**src/design/nrdl_pkg.sv**
```systemverilog
// ----------------------------------------------------------------------------
// nrdl_pkg
// Shared types and defaults for the name registry: request opcodes, reply
// status codes and the command/status bundles between controller and datapath.
// ----------------------------------------------------------------------------
package nrdl_pkg;

    localparam int NUM_ENTRIES_DEF = 64;
    localparam int KEY_BYTES_DEF   = 8;
    localparam int WAIT_DEPTH_DEF  = 16;
    localparam int ID_BITS_DEF     = 8;

    typedef enum logic {
        OP_REGISTER = 1'b0,
        OP_LOOKUP   = 1'b1
    } t_op;

    typedef enum logic [1:0] {
        ST_ACK    = 2'd0,
        ST_ANSWER = 2'd1,
        ST_TFULL  = 2'd2,
        ST_WFULL  = 2'd3
    } t_status;

    // which reply the datapath builds on an emit
    typedef enum logic [2:0] {
        E_ACK,
        E_TFULL,
        E_WFULL,
        E_HIT,
        E_WAKE
    } t_emit;

    typedef struct packed {
        logic  capture;
        logic  ent_rd;
        logic  ent_wr;
        logic  ent_grow;
        logic  hit_latch;
        logic  w_rd;
        logic  w_wr;
        logic  w_keep;
        logic  w_grow;
        logic  w_set;
        logic  emit;
        t_emit kind;
        logic  finish;
    } t_dp_cmd;

    typedef struct packed {
        t_op  op;
        logic ent_match;
        logic w_match;
        logic ent_full;
        logic wait_full;
        logic can_emit;
        logic can_finish;
    } t_dp_sts;

endpackage

```
**src/design/nrdl_ctrl.sv**
```systemverilog
// ----------------------------------------------------------------------------
// nrdl_ctrl
// Controller: scans the entry table (one read in flight), applies the request,
// then after a stored register wakes matching waiters and compacts the rest.
// ----------------------------------------------------------------------------
module nrdl_ctrl
    import nrdl_pkg::*;
#(
    parameter int NUM_ENTRIES = NUM_ENTRIES_DEF,
    parameter int WAIT_DEPTH  = WAIT_DEPTH_DEF,
    localparam int ENT_CW     = $clog2(NUM_ENTRIES + 1),
    localparam int ENT_AW     = (NUM_ENTRIES > 1) ? $clog2(NUM_ENTRIES) : 1,
    localparam int WAIT_CW    = $clog2(WAIT_DEPTH + 1),
    localparam int WAIT_AW    = (WAIT_DEPTH > 1) ? $clog2(WAIT_DEPTH) : 1
) (
    input  logic               i_clk,
    input  logic               i_rst_n,
    input  logic               i_valid,
    output logic               o_ready,
    input  t_dp_sts            i_sts,
    input  logic [ENT_CW-1:0]  i_ent_count,
    input  logic [WAIT_CW-1:0] i_wait_count,
    output t_dp_cmd            o_cmd,
    output logic [ENT_AW-1:0]  o_ent_addr,
    output logic [WAIT_AW-1:0] o_w_addr,
    output logic [WAIT_CW-1:0] o_w_kept
);

    typedef enum logic [2:0] {
        S_IDLE,
        S_ESCAN,
        S_ACT,
        S_WRD,
        S_WCHK,
        S_FIN
    } t_state;

    t_state             r_state, n_state;
    logic [ENT_CW-1:0]  r_eidx, n_eidx;
    logic [ENT_AW-1:0]  r_eidx_p, n_eidx_p;
    logic               r_epend, n_epend;
    logic               r_hit, n_hit;
    logic [ENT_AW-1:0]  r_hit_idx, n_hit_idx;
    logic [WAIT_CW-1:0] r_widx, n_widx;
    logic [WAIT_CW-1:0] r_kept, n_kept;

    always_comb begin
        n_state    = r_state;
        n_eidx     = r_eidx;
        n_eidx_p   = r_eidx_p;
        n_epend    = r_epend;
        n_hit      = r_hit;
        n_hit_idx  = r_hit_idx;
        n_widx     = r_widx;
        n_kept     = r_kept;
        o_cmd      = '0;
        o_ent_addr = r_eidx[ENT_AW-1:0];
        o_w_addr   = r_widx[WAIT_AW-1:0];
        case (r_state)
            S_IDLE: begin
                if (i_valid) begin
                    o_cmd.capture = 1'b1;
                    n_eidx        = '0;
                    n_epend       = 1'b0;
                    n_state       = S_ESCAN;
                end
            end
            S_ESCAN: begin
                // the compare sees the entry read issued in the previous cycle
                if (r_epend && i_sts.ent_match) begin
                    o_cmd.hit_latch = 1'b1;
                    n_hit           = 1'b1;
                    n_hit_idx       = r_eidx_p;
                    n_epend         = 1'b0;
                    n_state         = S_ACT;
                end else if (r_eidx < i_ent_count) begin
                    o_cmd.ent_rd = 1'b1;
                    n_epend      = 1'b1;
                    n_eidx_p     = r_eidx[ENT_AW-1:0];
                    n_eidx       = r_eidx + 1'b1;
                end else begin
                    n_hit   = 1'b0;
                    n_epend = 1'b0;
                    n_state = S_ACT;
                end
            end
            S_ACT: begin
                n_widx = '0;
                n_kept = '0;
                if (i_sts.op == OP_REGISTER) begin
                    if (r_hit) begin
                        o_cmd.ent_wr = 1'b1;
                        o_ent_addr   = r_hit_idx;
                        o_cmd.emit   = 1'b1;
                        o_cmd.kind   = E_ACK;
                        n_state      = S_WRD;
                    end else if (!i_sts.ent_full) begin
                        o_cmd.ent_wr   = 1'b1;
                        o_cmd.ent_grow = 1'b1;
                        o_ent_addr     = i_ent_count[ENT_AW-1:0];
                        o_cmd.emit     = 1'b1;
                        o_cmd.kind     = E_ACK;
                        n_state        = S_WRD;
                    end else begin
                        o_cmd.emit = 1'b1;
                        o_cmd.kind = E_TFULL;
                        n_state    = S_FIN;
                    end
                end else begin
                    if (r_hit) begin
                        o_cmd.emit = 1'b1;
                        o_cmd.kind = E_HIT;
                        n_state    = S_FIN;
                    end else if (!i_sts.wait_full) begin
                        // miss: park the requester, nothing to reply yet
                        o_cmd.w_wr   = 1'b1;
                        o_cmd.w_grow = 1'b1;
                        o_w_addr     = i_wait_count[WAIT_AW-1:0];
                        n_state      = S_IDLE;
                    end else begin
                        o_cmd.emit = 1'b1;
                        o_cmd.kind = E_WFULL;
                        n_state    = S_FIN;
                    end
                end
            end
            S_WRD: begin
                if (r_widx < i_wait_count) begin
                    o_cmd.w_rd = 1'b1;
                    n_state    = S_WCHK;
                end else begin
                    o_cmd.w_set = 1'b1;
                    n_state     = S_FIN;
                end
            end
            S_WCHK: begin
                if (i_sts.w_match) begin
                    if (i_sts.can_emit) begin
                        o_cmd.emit = 1'b1;
                        o_cmd.kind = E_WAKE;
                        n_widx     = r_widx + 1'b1;
                        n_state    = S_WRD;
                    end
                end else begin
                    o_cmd.w_wr   = 1'b1;
                    o_cmd.w_keep = 1'b1;
                    o_w_addr     = r_kept[WAIT_AW-1:0];
                    n_kept       = r_kept + 1'b1;
                    n_widx       = r_widx + 1'b1;
                    n_state      = S_WRD;
                end
            end
            S_FIN: begin
                if (i_sts.can_finish) begin
                    o_cmd.finish = 1'b1;
                    n_state      = S_IDLE;
                end
            end
            default: n_state = S_IDLE;
        endcase
    end

    always_ff @(posedge i_clk) begin
        if (!i_rst_n) begin
            r_state <= S_IDLE;
            r_epend <= 1'b0;
            r_hit   <= 1'b0;
            r_eidx  <= '0;
            r_widx  <= '0;
            r_kept  <= '0;
        end else begin
            r_state <= n_state;
            r_epend <= n_epend;
            r_hit   <= n_hit;
            r_eidx  <= n_eidx;
            r_widx  <= n_widx;
            r_kept  <= n_kept;
        end
        r_eidx_p  <= n_eidx_p;
        r_hit_idx <= n_hit_idx;
    end

    assign o_ready  = (r_state == S_IDLE);
    assign o_w_kept = r_kept;

`ifndef NO_ASSERTIONS
    a_emit_room: assert property (@(posedge i_clk) disable iff (!i_rst_n)
        o_cmd.emit |-> i_sts.can_emit)
        else $error("reply emitted with no room");

    a_pend_in_scan: assert property (@(posedge i_clk) disable iff (!i_rst_n)
        r_epend |-> (r_state == S_ESCAN))
        else $error("entry read left in flight");

    a_grow_on_miss: assert property (@(posedge i_clk) disable iff (!i_rst_n)
        o_cmd.ent_grow |-> (!r_hit && !i_sts.ent_full))
        else $error("table grown on hit or when full");

    a_kept_bound: assert property (@(posedge i_clk) disable iff (!i_rst_n)
        r_kept <= r_widx)
        else $error("compaction index ahead of scan");
`endif

endmodule

```
**config.mk**
```make
export PLATFORM = sky130hd
export DESIGN_NAME = nrdl_ctrl
export DESIGN_NICKNAME = d
export VERILOG_FILES = /design/src/design/nrdl_pkg.sv /design/src/design/nrdl_ctrl.sv
export SDC_FILE = /design/constraint.sdc
export NUM_CORES = 1
export LEC_CHECK = 0
export BUFFER_PORTS_ARGS = -buffer_cell sky130_fd_sc_hd__buf_2
export CELL_PAD_IN_SITES_DETAIL_PLACEMENT = 0
export CELL_PAD_IN_SITES_GLOBAL_PLACEMENT = 1
export CORE_UTILIZATION = 39
export DETAILED_ROUTE_END_ITERATION = 8
export GPL_ROUTABILITY_DRIVEN = 0
export PLACE_DENSITY_LB_ADDON = 0.25
export SLEW_MARGIN = 0
export SYNTH_ARGS = -nofsm -noshare
export SYNTH_HDL_FRONTEND = slang
export SYNTH_SLANG_ARGS = --single-unit
```
**constraint.sdc**
```tcl
create_clock -name i_clk -period 2.3 [get_ports i_clk]
set_input_delay 0.115 -clock i_clk [delete_from_list [all_inputs] [get_ports i_clk]]
set_output_delay 0.115 -clock i_clk [all_outputs]
set_load 0.01 [all_outputs]
```
== Word level (Yosys, flattened, before mapping) ==
Index checks and enable logic that the tools add are counted.
Cells by class
  add/subtract/negate cells: 3
  magnitude comparators: 2
  equality and inequality tests: 13
  mux-type cells: 68
  bitwise operators: 1
  reduce and logical (&&, ||, !) cells: 12
Operators by type and width (count)
  4-bit two-way mux: 9
  3-bit two-way mux: 11
  1-bit two-way mux: 26
  6-bit two-way mux: 4
  7-bit two-way mux: 3
  5-bit case mux with 2 select lines: 2
  3-bit case mux with 6 select lines: 1
  4-bit case mux with 2 select lines: 2
  5-bit two-way mux: 3
  7-bit case mux with 2 select lines: 1
  2-bit inequality test, second input constant: 6
  5-bit by 1-bit adder with 5-bit output, second input constant: 2
  2-bit AND reduction: 5
  2-bit two-way mux: 4
  4-bit AND reduction: 2
  7-bit by 1-bit adder with 7-bit output, second input constant: 1
  7-bit < comparator: 1
  3-bit by 2-bit equality test with 1-bit output, second input constant: 2
  3-bit equality test, second input constant: 2
  3-bit inequality test, second input constant: 2
  5-bit < comparator: 1
  1-bit case mux with 2 select lines: 2
  2-bit nonzero test: 2
  3-bit by 1-bit equality test with 1-bit output, second input constant: 1
  other kinds (4): 4
Storage, ports and cells
  flip-flop bits (word level): 34
  input bits: 22
  output and inout port bits: 31
  word-level logic and storage cells: 107

== Logic depth before layout (Yosys ltp) ==
  word-level depth: 4
  gate-level depth with buffers: 8
  gate-level depth less buffers: 7

== Worst setup path after synthesis ==
OpenSTA, ideal clock, no wires.
  path type: register -> register
  start: reg r_eidx[4]
  end: reg r_eidx_p[0], enable pin
  setup time: 0.375 ns
  arrival time: 1.721 ns
  data required time: 1.925 ns
  path slack: 0.203 ns
  cell stages (with the launch flop): 7
  buffers on the path: 1
  clock period less this slack: 2.097 ns
  path through: dfxtp_1 -> ha_1 -> a211o_1 -> o211ai_1 -> o211ai_2 -> buf_6 -> nor2_1
On the way
  word-level cells in the longest chain between the ends: 2
RTL lines
  start, declared: RTL line nrdl_ctrl.sv:39  | logic [ENT_CW-1:0] r_eidx, n_eidx;
  start signal, assigned: RTL line nrdl_ctrl.sv:175  | r_eidx <= n_eidx;
  7-bit < comparator: RTL line nrdl_ctrl.sv:76  | end else if (r_eidx < i_ent_count) begin
  3-bit AND reduction (no source line)
  end signal, assigned: RTL line nrdl_ctrl.sv:179  | r_eidx_p <= n_eidx_p;
  end, declared: RTL line nrdl_ctrl.sv:40  | logic [ENT_AW-1:0] r_eidx_p, n_eidx_p;
Every way passes these cells.
A chain may end at the register's enable or synchronous reset.

==> flow_metrics.py <==
metrics = {
    "place": {
        "port_buffers": 52,
        "dpl.hpwl_um": 4088,
        "pre_cts_ws_ns": 0.2232,
    },
    "global_route": {
        "grt_max_degree": 13,
        "grt_pass1_vias": 1713,
        "antenna_found_initial": 0,
        "track_usage_pct": 20.43,
        "gr-total-overflow": 0,
        "grt_pass1_wl_um": 8466,
    },
    "sta": {
        "hold_violations": 0,
        "relSlewSlack_pct": 63.60,
        "finalMaxSlewViolations": 0,
        "fin_crit_ns": 2.203,
        "fin_ws_ns": 0.09664,
        "rsz0062_at_grt": "yes",
        "worst_hold_slack_ns": 0.1396,
        "setup_viol": 0,
        "fmaxAchievable_ghz": 0.4539,
        "worst_clock_skew_ns": 0.004199,
        "period_share_pct": 95.80,
        "worst_pin_slew_ns": 0.5403,
    },
    "yosys": {
        "yosysUniqueCellTypes": 52,
        "ys_seq_area_share_pct": 38.69,
        "ys_seq_elements": 34,
        "netlist_instances": 234,
        "synth_area_leader_cell": "dfxtp_1",
        "yosysMostFrequentCell": "inv_1",
        "yosys.area.top_type_share_pct": 21.28,
        "synth_commonest_cells": "inv_1, nand2_1, dfxtp_1",
        "synth-edff-count": 12,
        "yosysWarnings": 0,
        "synth_area_leaders": "dfxtp_1, edfxtp_1, ha_1, inv_1, nand2_1",
        "syn-cell-area_um2": 2069,
        "async_reset_ff_share_pct": 0,
        "syn-num-nets": 269,
        "ys.flop_type": "dfxtp_1",
        "syn_avg_cell_area_um2": 8.844,
    },
    "route": {
        "drc": 0,
        "wl_um": 5303,
        "drt-wirelength-per-cell_um": 14.33,
        "postRouteAntennaNets": 0,
        "drt-vias-per-instance": 5.254,
        "via_count": 1944,
        "drt-pass1-iter-count": 4,
        "dr.first_iter.drc_count": 85,
    },
    "setup_path": {
        "path_class": "flop to primary output",
        "arrival_ns": 2.09,
        "rrSetupSlack_ns": 0.30,
        "reg2reg_to": "r_eidx[4]$_SDFFE_PN0P_",
        "cp.required_ns": 2.18,
        "r2r_cells": 6,
        "r2r_start": "r_eidx[4]$_SDFFE_PN0P_",
        "crit_fanout": 11,
        "endpoint_kind": "primary output",
        "critPathLaunchType": "flop",
        "crit_start": "r_eidx[6]$_SDFFE_PN0P_",
    },
    "floorplan": {
        "core.rowCount": 26,
        "pin_count": 53,
        "fp.dieW_um": 74.85,
        "die_h_um": 74.85,
        "initial_core_util_pct": 40.52,
        "die_area_um2": 5602,
        "core_um2": 5107,
    },
    "clock_tree": {
        "cts.sinks": 34,
        "cts-root-buf": "clkbuf_8",
        "cts_made_buffers": 5,
        "cts_max_level": 2,
        "cts_tree": "built",
        "clock_latency_ns": 0.29,
        "clk_path_buf_depth": 2,
        "clkTransAtPathRegs_ns": 0.07,
    },
    "cells_and_area": {
        "antenna_cells": 0,
        "final_nets": 334,
        "postLayoutCoreUtil_pct": 51.30,
        "area_delta_synth_final_pct": 26.60,
        "drive_above_1_share_pct": 30.00,
    },
    "power_and_ir_drop": {
        "vdd_ir_drop_max_uv": 430.0,
        "fin_total_pwr_mw": 2.163,
        "leakage_nw": 1.256,
        "pwr_density_cell_nw_per_um2": 825.5,
    },
    "worst_hold_path": {
        "worstHoldPathType": "input port to flop",
        "min_from": "i_rst_n",
        "holdPathEnd": "r_epend$_SDFFE_PN0P_",
        "whs_path_depth": 2,
    },
    "run_status": {
        "outcome": "finished, final reports clean",
    },
    "job": {
        "maxCapViolations": 0,
    },
}
-- sequential cells by signal (all words and copies together) (netlist names) --
name,count
o_w_kept,5
r_epend,1
r_eidx,7
r_hit,1
r_state,3
r_widx,5
r_eidx_p,6
r_hit_idx,6
-- worst max-delay path: stages (launching register included) --
cell and delay, ns:
dfxtp_1 0.34, ha_1 0.30, and4_1 0.19, o21ai_0 0.17
o211ai_4 0.37, nor2_1 0.07, buf_4 0.19, buf_2 0.15
-- worst max-delay path by stage --
stage	slack, ns	cells after the start	end
2_1_floorplan	0.20	6	r_eidx_p[0]$_DFFE_PP_
3_3_place_gp	0.25	6	r_eidx[3]$_SDFFE_PN0P_
3_5_place_dp	0.22	6	r_eidx[4]$_SDFFE_PN0P_
4_1_cts	0.0008	7	o_cmd[13]
5_1_grt	-0.03	7	o_cmd[13]
6_report	0.1	7	o_cmd[13]
-- stage by stage --
step / setup TNS, ns / area, um^2 / cells
3_3_place_gp: 0 / 2477 / 361
2_1_floorplan: 0 / 2069 / 234
3_5_place_dp: 0 / 2477 / 361
6_report: 0 / 2620 / 370
5_1_grt: -0.03500 / 2620 / 370
4_1_cts: 0 / 2591 / 369
-- logic make-up after synthesis --
group | Yosys count | share of synthesized area (%)
and+or+nand+nor | 86 | 21.70
adders and majority gates | 13 | 7.860
buffers and inverters | 35 | 7.074
muxes | 2 | 1.028
DFF | 34 | 38.69
AOI/OAI and AO/OA | 56 | 20.25
xor gates and xnor gates | 8 | 3.386
-- where the power goes --
part / switching, mW / total, mW / internal, mW / leakage (nW)
logic: 0.484 / 0.806 / 0.322 / 0.914
registers: 0.0566 / 0.796 / 0.739 / 0.292
clock network: 0.239 / 0.562 / 0.322 / 0.0504
-- repair_timing --
action	in CTS	in global routing
pin swaps	1	2
gates resized for setup	0	7
setup endpoints to repair	1	12
hold buffers	0	0
setup buffers	0	1
-- cell usage in the layout (no fill, tap or decap), drive strengths merged, types with 3 or more instances in the layout --
master	synthesis	routed
o211ai	3	3
nor3	5	5
o21ai	7	7
inv	25	25
ha	13	13
nor2	19	19
edfxtp	12	12
xor2	6	6
clkbuf	5	5
nand2	24	24
a222oi	6	6
nand4	8	8
buf	5	68
nand3	9	9
nand2b	5	5
dfxtp	22	22
a22oi	4	4
and3	3	3
a21oi	14	14
-- routing by layer --
layer	wire, um	GRT usage [%]	share of wire, %	vias to the layer above
met1	2803	31.97	53	899
met3	248	4.016	4.7	7
met5	0	0	0	-
li1	-	-	-	988
met4	74	6.289	1.4	0
met2	2177	27.83	41	50
-- area by class of cell --
cell class | count | area (um^2)
Inverter | 25 | 93.84
Sequential cell | 34 | 803.3
Clock inverter | 3 | 45.04
Timing Repair Buffer | 68 | 380.4
Clock buffer | 5 | 68.82
Multi-Input combinational cell | 165 | 1141
Fill cell | 503 | 2487
Tap cell | 70 | 87.58
Power figures use the tool's default switching activity.
